===== config.mk =====
export PLATFORM = sky130hd
export DESIGN_NAME = tafc_apb
export DESIGN_NICKNAME = d
export VERILOG_FILES = /design/src/design/tafc_pkg.sv /design/src/design/tafc_apb.sv
export SDC_FILE = /design/constraint.sdc
export NUM_CORES = 1
export LEC_CHECK = 0
export BUFFER_PORTS_ARGS = -buffer_cell sky130_fd_sc_hd__buf_2
export CORE_MARGIN = 2
export CORE_UTILIZATION = 45
export DETAILED_ROUTE_END_ITERATION = 8
export PLACE_DENSITY = 0.81
export SYNTH_ARGS = -nofsm -noshare
export SYNTH_HDL_FRONTEND = slang
export SYNTH_SLANG_ARGS = --single-unit

===== constraint.sdc =====
create_clock -name clk -period 2.85 [get_ports clk]
set_input_delay 0.4275 -clock clk [delete_from_list [all_inputs] [get_ports clk]]
set_output_delay 0.4275 -clock clk [all_outputs]
set_load 0.005 [all_outputs]

===== src/design/tafc_pkg.sv =====
// Shared widths, constants and helper functions of the torso attitude classifier.
// No dependencies.
`default_nettype none
package tafc_pkg;
    localparam int CORDIC_STEPS_DEF = 16;
    localparam int TABLE_LEN = 24;
    localparam int VEC_W = 30;
    localparam int ANG_W = 26;
    localparam int OUT_W = 16;
    localparam int LIM_W = 15;
    localparam int GAIN_W = 18;
    localparam logic signed [GAIN_W-1:0] GAIN_Q16 = 18'sd107922;
    localparam logic signed [ANG_W-1:0] DEG180_Z = 26'sd11796480;
    localparam logic signed [17:0] ANG_LIMIT = 18'sd23040;
    localparam logic [LIM_W-1:0] LIMIT_RESET = 15'd7680;
    localparam logic [2:0] ADDR_PITCH_LIMIT = 3'd0;
    localparam logic [2:0] ADDR_ROLL_LIMIT = 3'd4;

    typedef struct packed {
        logic signed [15:0] right_x;
        logic signed [15:0] right_y;
        logic signed [15:0] right_z;
        logic signed [15:0] up_x;
        logic signed [15:0] up_y;
        logic signed [15:0] up_z;
        logic signed [15:0] fwd_x;
        logic signed [15:0] fwd_y;
        logic signed [15:0] fwd_z;
    } in_item_t;

    typedef struct packed {
        logic signed [OUT_W-1:0] yaw_angle;
        logic signed [OUT_W-1:0] pitch_angle;
        logic signed [OUT_W-1:0] roll_angle;
        logic on_back;
        logic on_belly;
        logic on_side;
    } out_item_t;

    typedef struct packed {
        logic [LIM_W-1:0] pitch_fall_limit;
        logic [LIM_W-1:0] roll_fall_limit;
    } limits_t;

    function automatic logic signed [ANG_W-1:0] atan_q16(input int idx);
        logic signed [ANG_W-1:0] r;
        begin
            case (idx)
                0: r = 26'sd2949120;
                1: r = 26'sd1740967;
                2: r = 26'sd919879;
                3: r = 26'sd466945;
                4: r = 26'sd234379;
                5: r = 26'sd117304;
                6: r = 26'sd58666;
                7: r = 26'sd29335;
                8: r = 26'sd14668;
                9: r = 26'sd7334;
                10: r = 26'sd3667;
                11: r = 26'sd1833;
                12: r = 26'sd917;
                13: r = 26'sd458;
                14: r = 26'sd229;
                15: r = 26'sd115;
                16: r = 26'sd57;
                17: r = 26'sd29;
                18: r = 26'sd14;
                19: r = 26'sd7;
                20: r = 26'sd4;
                21: r = 26'sd2;
                22: r = 26'sd1;
                default: r = '0;
            endcase
            return r;
        end
    endfunction

    function automatic logic signed [OUT_W-1:0] to_out(input logic signed [ANG_W-1:0] z);
        logic signed [ANG_W:0] s;
        logic signed [17:0] a;
        logic signed [OUT_W-1:0] r;
        begin
            s = ANG_W'(z) + (ANG_W+1)'(256);
            s = $signed({z[ANG_W-1], z}) + $signed((ANG_W+1)'(256));
            a = 18'(s >>> 9);
            if (a > ANG_LIMIT)
                r = OUT_W'(ANG_LIMIT);
            else if (a < -ANG_LIMIT)
                r = OUT_W'(-ANG_LIMIT);
            else
                r = a[OUT_W-1:0];
            return r;
        end
    endfunction
endpackage
`default_nettype wire


===== src/design/tafc_apb.sv =====
// APB register block holding the pitch and roll fall limits.
// Depends on tafc_pkg.
`default_nettype none
module tafc_apb (
    input  wire logic clk,
    input  wire logic rst_n,
    input  wire logic psel,
    input  wire logic penable,
    input  wire logic pwrite,
    input  wire logic [2:0] paddr,
    input  wire logic [31:0] pwdata,
    output logic [31:0] prdata,
    output logic pready,
    output tafc_pkg::limits_t limits
);
    tafc_pkg::limits_t lim_reg;
    logic wr;

    assign wr = psel && penable && pwrite;
    assign pready = 1'b1;
    assign limits = lim_reg;

    always_ff @(posedge clk or negedge rst_n)
    begin
        if (!rst_n)
        begin
            lim_reg.pitch_fall_limit <= tafc_pkg::LIMIT_RESET;
            lim_reg.roll_fall_limit <= tafc_pkg::LIMIT_RESET;
        end
        else if (wr)
        begin
            if (paddr[2] == tafc_pkg::ADDR_ROLL_LIMIT[2])
                lim_reg.roll_fall_limit <= pwdata[tafc_pkg::LIM_W-1:0];
            else
                lim_reg.pitch_fall_limit <= pwdata[tafc_pkg::LIM_W-1:0];
        end
    end

    always_comb
    begin
        if (paddr == tafc_pkg::ADDR_PITCH_LIMIT)
            prdata = 32'(lim_reg.pitch_fall_limit);
        else if (paddr == tafc_pkg::ADDR_ROLL_LIMIT)
            prdata = 32'(lim_reg.roll_fall_limit);
        else
            prdata = '0;
    end
endmodule
`default_nettype wire


==> results of run 1 <==
-- worst max path at each step --
stage / to / slack (ns) / depth (start not counted)
3_5_place_dp: limits[20] / 1.00 / 3
5_1_grt: prdata[7] / 0.99 / 4
6_report: prdata[5] / 1.10 / 4
2_1_floorplan: prdata[0] / 1.24 / 4
3_3_place_gp: limits[20] / 1.01 / 3
4_1_cts: prdata[14] / 1.10 / 4
-- stage by stage --
step | cell area (sq um) | setup slack (ns) | std cells | util (%) | hold WS (ns)
after CTS | 1940 | 1.10 | 232 | 57.7 | 0.118
after floorplan | 1640 | 1.24 | 135 | - | 0.132
after global placement | 1850 | 1.01 | 224 | 55.1 | 0.493
after global routing | 1940 | 0.995 | 232 | 57.7 | 0.127
final | 1940 | 1.10 | 232 | 57.7 | 0.103
after detailed placement | 1850 | 1.00 | 224 | 55.1 | 0.495
-- per-layer routing --
metal  share of wire, %  vias to the layer above  routed length [microns]  global-route usage [%]
li1                   -                      501                        -                       -
met1                 44                      505                     1360                    19.8
met2                 47                       56                     1440                    25.8
met3                7.9                        5                      243                    6.07
met4                1.6                        0                       49                    6.52
met5                  0                        -                        0                       0
-- critical path: stages --
cell,delay [ns]
buf_2,0.45
mux2i_1,0.25
nor2_1,0.05
buf_2,0.13
-- power groups by stage --
| stage | Clock, uW | Sequential [uW] | Combinational (uW) |
|---|---|---|---|
| 3_5_place_dp | 0 | 616 | 331 |
| 2_1_floorplan | 0 | 616 | 186 |
| 3_3_place_gp | 0 | 612 | 324 |
| 4_1_cts | 365 | 609 | 332 |
| 5_1_grt | 384 | 625 | 359 |
| 6_report | 351 | 609 | 325 |
-- cell type report --
cell class | count | area [sq um] | share of cell area, %
Sequential cell | 30 | 761 | 39.2
Multi-Input combinational cell | 81 | 701 | 36.1
Timing Repair Buffer | 67 | 335 | 17.3
Tap cell | 46 | 57.6 | 2.97
Clock buffer | 7 | 55.1 | 2.84
Clock inverter | 1 | 30.0 | 1.55
-- logic make-up (layout without fill, tap and decap cells) --
group / Yosys count / in the layout / synth area share, %
multiplexers: 45 / 45 / 33.2
flip-flops: 30 / 30 / 48.1
buffers and inverters: 24 / 75 / 11.5
AND/OR/NAND/NOR: 18 / 18 / 6.80
other: 2 / 18 / 0.474
-- placed cells by master (no fill, tap or decap) --
cell       count
buf_2         67
nand4b_4       1
mux2i_1       15
clkbuf_1       1
nand4_4        1
or2_2          1
dfstp_2        8
mux2_4        10
clkbuf_4       5
bufinv_16      1
conb_1        18
mux2_2        20
clkbuf_8       1
dfrtp_1       22
nor2_1        15
==> flow_metrics.env, run 1 <==
export IMPL_synth_top_area_share_pct=34.8
export IMPL_ys_warn_count=0
export IMPL_num_io_pins=103
export IMPL_combPwrFrac_pct=25.3
export IMPL_ant_nets=0
export IMPL_wirelength_microns=3100
export IMPL_cts_max_level=2
export IMPL_min_period_ns=1.75
export IMPL_yosys_area_top_type="dfrtp_1"
export IMPL_power_switching_uw=340
export IMPL_rsz0062_at_grt="false"
export IMPL_yosys_most_used_dff="dfrtp_1"
export IMPL_grt_ovfl_total=0
export IMPL_grt_pass1_vias=997
export IMPL_fin_crit_sh_pct=61.3
export IMPL_die_h_microns=63.3
export IMPL_cts_hold_buffers_added=0
export IMPL_timing_rr_start="limits[20]"
export IMPL_synthCells=119
export IMPL_grtUsageTotal_pct=16.2
export IMPL_criticalPathCategory="in2out"
export IMPL_synthTopCellsByArea="dfrtp_1 (35%), mux2_2 (14%), dfstp_2 (13%)"
export IMPL_maxCapViolCount=0
export IMPL_drive_gt1_share_pct=61.8
export IMPL_via_per_inst=4.60
export IMPL_cellLeakagePower_uw=0.00106
export IMPL_clkSinkCount=30
export IMPL_insertion_delay_ns=0.33
export IMPL_n_fill_cell=312
export IMPL_synth_edff_count=0
export IMPL_hold_class="in2async"
export IMPL_cts_setup_buffers=0
export IMPL_cts_tree="yes"
export IMPL_drc_errors=0
export IMPL_seq_area_frac_synth_pct=48.1
export IMPL_ys_types=14
export IMPL_worst_slew_pin_slew_ns=0.649
export IMPL_cp_required_ns=2.42
export IMPL_synth_most_common_cell="dfrtp_1"
export IMPL_n_antenna_cell=0
export IMPL_largest_reg_flops=30
export IMPL_fp_coreArea_sq_um=3360
export IMPL_clk_path_buf_depth=2
export IMPL_finalMaxSlewViolations=0
export IMPL_swShare_pct=26.4
export IMPL_setup_viol_count_final=0
export IMPL_fin_setup_tns_ns=0
export IMPL_nNetsFinal=225
export IMPL_antenna_found_initial=0
export IMPL_power_frac_clock_pct=27.3
export IMPL_synthArstFlopShare_pct=100
export IMPL_r2r_cells=1
export IMPL_cp_max_fo=17
export IMPL_reg2reg_to="limits[20]"
export IMPL_clk_pin_slew_ns=0.10
export IMPL_cts_made_buffers=5
export IMPL_cts_resized=0
export IMPL_skew_ns=0
export IMPL_p_int_uw=946
export IMPL_avgSynthCellArea_sq_um=13.3
export IMPL_ir_drop_mv=0.431
export IMPL_status="finished, final reports clean"
export IMPL_yosys_top_cells_count="dfrtp_1 (22), mux2_2 (20), buf_4 (18)"
export IMPL_maxSlewHeadroom_pct=56.7
export IMPL_fmaxAchievable_mhz=572
export IMPL_die_area_sq_um=4010
export IMPL_powerDensity_nw_per_um2=663
export IMPL_p_total_uw=1290
export IMPL_worstPathArrival_ns=1.32
export IMPL_portBuffers=67
export IMPL_grt_max_degree=31
export IMPL_rows=21
export IMPL_seq_power_share_pct=47.4
export IMPL_synth_seq_cells=30
export IMPL_hold_violations=0
export IMPL_grt_pass1_wl_microns=4870
export IMPL_initial_core_util_pct=47.1
export IMPL_place_gp_congestion=0.695
export IMPL_critPathLaunchType="input pin"
export IMPL_num_vias=1067
export IMPL_drt_first_pass_iters=3
export IMPL_area_growth_pct=22.5
export IMPL_first_iter_violations=32
export IMPL_dp_hpwl_microns=2140
export IMPL_wl_per_cell_microns=13.3
export IMPL_die_w_microns=63.3
export IMPL_cts_root_buf="clkbuf_4"
export IMPL_rrSetupSlack_ns=2.05
export IMPL_syn_area_sq_um=1580
export IMPL_worstSetupEndpointType="primary output"
export IMPL_startpoint="paddr[2]"
(Power assumes the default switching activity.)
==> run 2: changes to the inputs <==
--- a/config.mk
+++ b/config.mk
@@ -7,9 +7,9 @@
 export LEC_CHECK = 0
 export BUFFER_PORTS_ARGS = -buffer_cell sky130_fd_sc_hd__buf_2
 export CORE_MARGIN = 2
-export CORE_UTILIZATION = 45
+export CORE_UTILIZATION = 38
 export DETAILED_ROUTE_END_ITERATION = 8
-export PLACE_DENSITY = 0.81
+export PLACE_DENSITY = 0.72
 export SYNTH_ARGS = -nofsm -noshare
 export SYNTH_HDL_FRONTEND = slang
 export SYNTH_SLANG_ARGS = --single-unit
==> constraint.sdc (replaced) <==
create_clock -name clk -period 1.47 [get_ports clk]
set_input_delay 0.2205 -clock clk [delete_from_list [all_inputs] [get_ports clk]]
set_output_delay 0.2205 -clock clk [all_outputs]
set_load 0.005 [all_outputs]
==> flow_metrics.env, run 2 (synthesized netlist as in run 1, its figures left out) <==
export IMPL_criticalPathCategory="reg2out"
export IMPL_drive_gt1_share_pct=61.9
export IMPL_cts_tree="yes"
export IMPL_nNetsFinal=228
export IMPL_worstSetupEndpointType="primary output"
export IMPL_holdPathEnd="limits[19]"
export IMPL_die_w_microns=68.5
export IMPL_area_growth_pct=25.6
export IMPL_status="finished, final reports clean"
export IMPL_fin_setup_tns_ns=0
export IMPL_initial_core_util_pct=39.6
export IMPL_cts_max_level=2
export IMPL_worstPathArrival_ns=1.09
export IMPL_reg2reg_to="limits[2]"
export IMPL_most_common_layout_cells="buf_2 (67), dfrtp_1 (22), mux2_2 (20)"
export IMPL_min_from="pwdata[4]"
export IMPL_antenna_found_initial=0
export IMPL_first_iter_violations=16
export IMPL_cts_hold_buffers_added=1
export IMPL_die_area_sq_um=4700
export IMPL_whs_path_depth=2
export IMPL_cts_root_buf="clkbuf_8"
export IMPL_rows=23
export IMPL_n_antenna_cell=0
export IMPL_grtUsageTotal_pct=15.3
export IMPL_grt_pass1_wl_microns=5050
export IMPL_final_common_cell="buf_2"
export IMPL_grt_max_degree=31
export IMPL_num_vias=1085
export IMPL_clkSinkCount=30
export IMPL_largest_reg_flops=30
export IMPL_drt_first_pass_iters=4
export IMPL_cts_made_buffers=5
export IMPL_ant_nets=0
export IMPL_place_gp_congestion=0.682
export IMPL_clk_pin_slew_ns=0.06
export IMPL_worst_slew_pin_slew_ns=0.655
export IMPL_powerDensity_nw_per_um2=1260
export IMPL_wl_per_cell_microns=13.7
export IMPL_dp_hpwl_microns=2380
export IMPL_cellLeakagePower_uw=0.00108
export IMPL_setup_viol_count_final=0
export IMPL_cp_max_fo=3
export IMPL_critPathLaunchType="register"
export IMPL_rrSetupSlack_ns=0.67
export IMPL_ir_drop_mv=0.817
export IMPL_timing_rr_start="limits[2]"
export IMPL_p_total_uw=2510
export IMPL_clk_path_buf_depth=2
export IMPL_maxCapViolCount=0
export IMPL_finalMaxSlewViolations=0
export IMPL_fp_coreArea_sq_um=4000
export IMPL_rsz0062_at_grt="false"
export IMPL_cp_required_ns=1.25
export IMPL_insertion_delay_ns=0.27
export IMPL_portBuffers=67
export IMPL_hold_violations=0
export IMPL_maxSlewHeadroom_pct=56.3
export IMPL_via_per_inst=4.54
export IMPL_die_h_microns=68.5
export IMPL_skew_ns=0
export IMPL_min_period_ns=1.31
export IMPL_wirelength_microns=3260
export IMPL_fin_crit_sh_pct=89.0
export IMPL_fmaxAchievable_mhz=764
export IMPL_drc_errors=0
export IMPL_hold_class="in2reg"
export IMPL_grt_pass1_vias=1039
export IMPL_cts_resized=0
export IMPL_r2r_cells=1
export IMPL_grt_ovfl_total=0
export IMPL_num_io_pins=103
export IMPL_cts_setup_buffers=0
-- run 2: changes by cell type in the layout (fill, tap and decap cells not counted), sizes merged --
cell,delta
bufinv,-1
dlygate4sd3,+1
buf,+2
clkinv,+1
-- run 2: routing by layer --
| layer | up-vias | wire [microns] | GRT usage [%] | share of wire, % |
|---|---|---|---|---|
| met2 | 57 | 1550 | 23.9 | 48 |
| met3 | 4 | 281 | 6.33 | 8.6 |
| li1 | 507 | - | - | - |
| met5 | - | 0 | 0 | 0 |
| met4 | 0 | 45 | 6.75 | 1.4 |
| met1 | 517 | 1380 | 18.3 | 42 |
-- run 2: report_power, final --
| group | switching (uW) | total, uW | internal (uW) |
|---|---|---|---|
| Clock | 302 | 680 | 377 |
| Sequential | 138 | 1180 | 1050 |
| Combinational | 252 | 645 | 393 |
| Total | 693 | 2510 | 1820 |
-- run 2: worst max path at each step --
stage / startpoint / to / slack [ns] / cells after the start
2_1_floorplan: paddr[1] / prdata[0] / 0.28 / 4
3_3_place_gp: paddr[2] / limits[28] / 0.13 / 3
3_5_place_dp: paddr[2] / limits[18] / 0.11 / 3
4_1_cts: limits[24] / prdata[9] / 0.14 / 3
5_1_grt: limits[9] / prdata[9] / 0.07 / 3
6_report: limits[24] / prdata[9] / 0.16 / 3
-- run 2: area by class of cell --
class | count | area (sq um)
fillers | 364 | 2010
flip-flops and latches | 30 | 761
multi-input cells | 81 | 701
repair buffers | 70 | 373
clock buffers | 7 | 86.3
well taps | 50 | 62.6
clock inverters | 1 | 5.00
-- run 2: worst max-delay path, cell delays in order, from the launching register on --
cell	delay [ns]
dfstp_2	0.54
mux2i_1	0.07
nor2_1	0.09
buf_2	0.12
-- run 2: stage by stage --
step / setup slack (ns) / cells / hold slack [ns] / instance area, sq um / util (%)
global route: 0.0711 / 239 / 0.170 / 1990 / 49.7
detailed placement: 0.112 / 230 / 0.293 / 1890 / 47.2
CTS: 0.142 / 239 / 0.180 / 1990 / 49.7
floorplan: 0.277 / 135 / -0.0751 / 1640 / -
global placement: 0.132 / 230 / 0.290 / 1890 / 47.2
finish: 0.162 / 239 / 0.186 / 1990 / 49.7
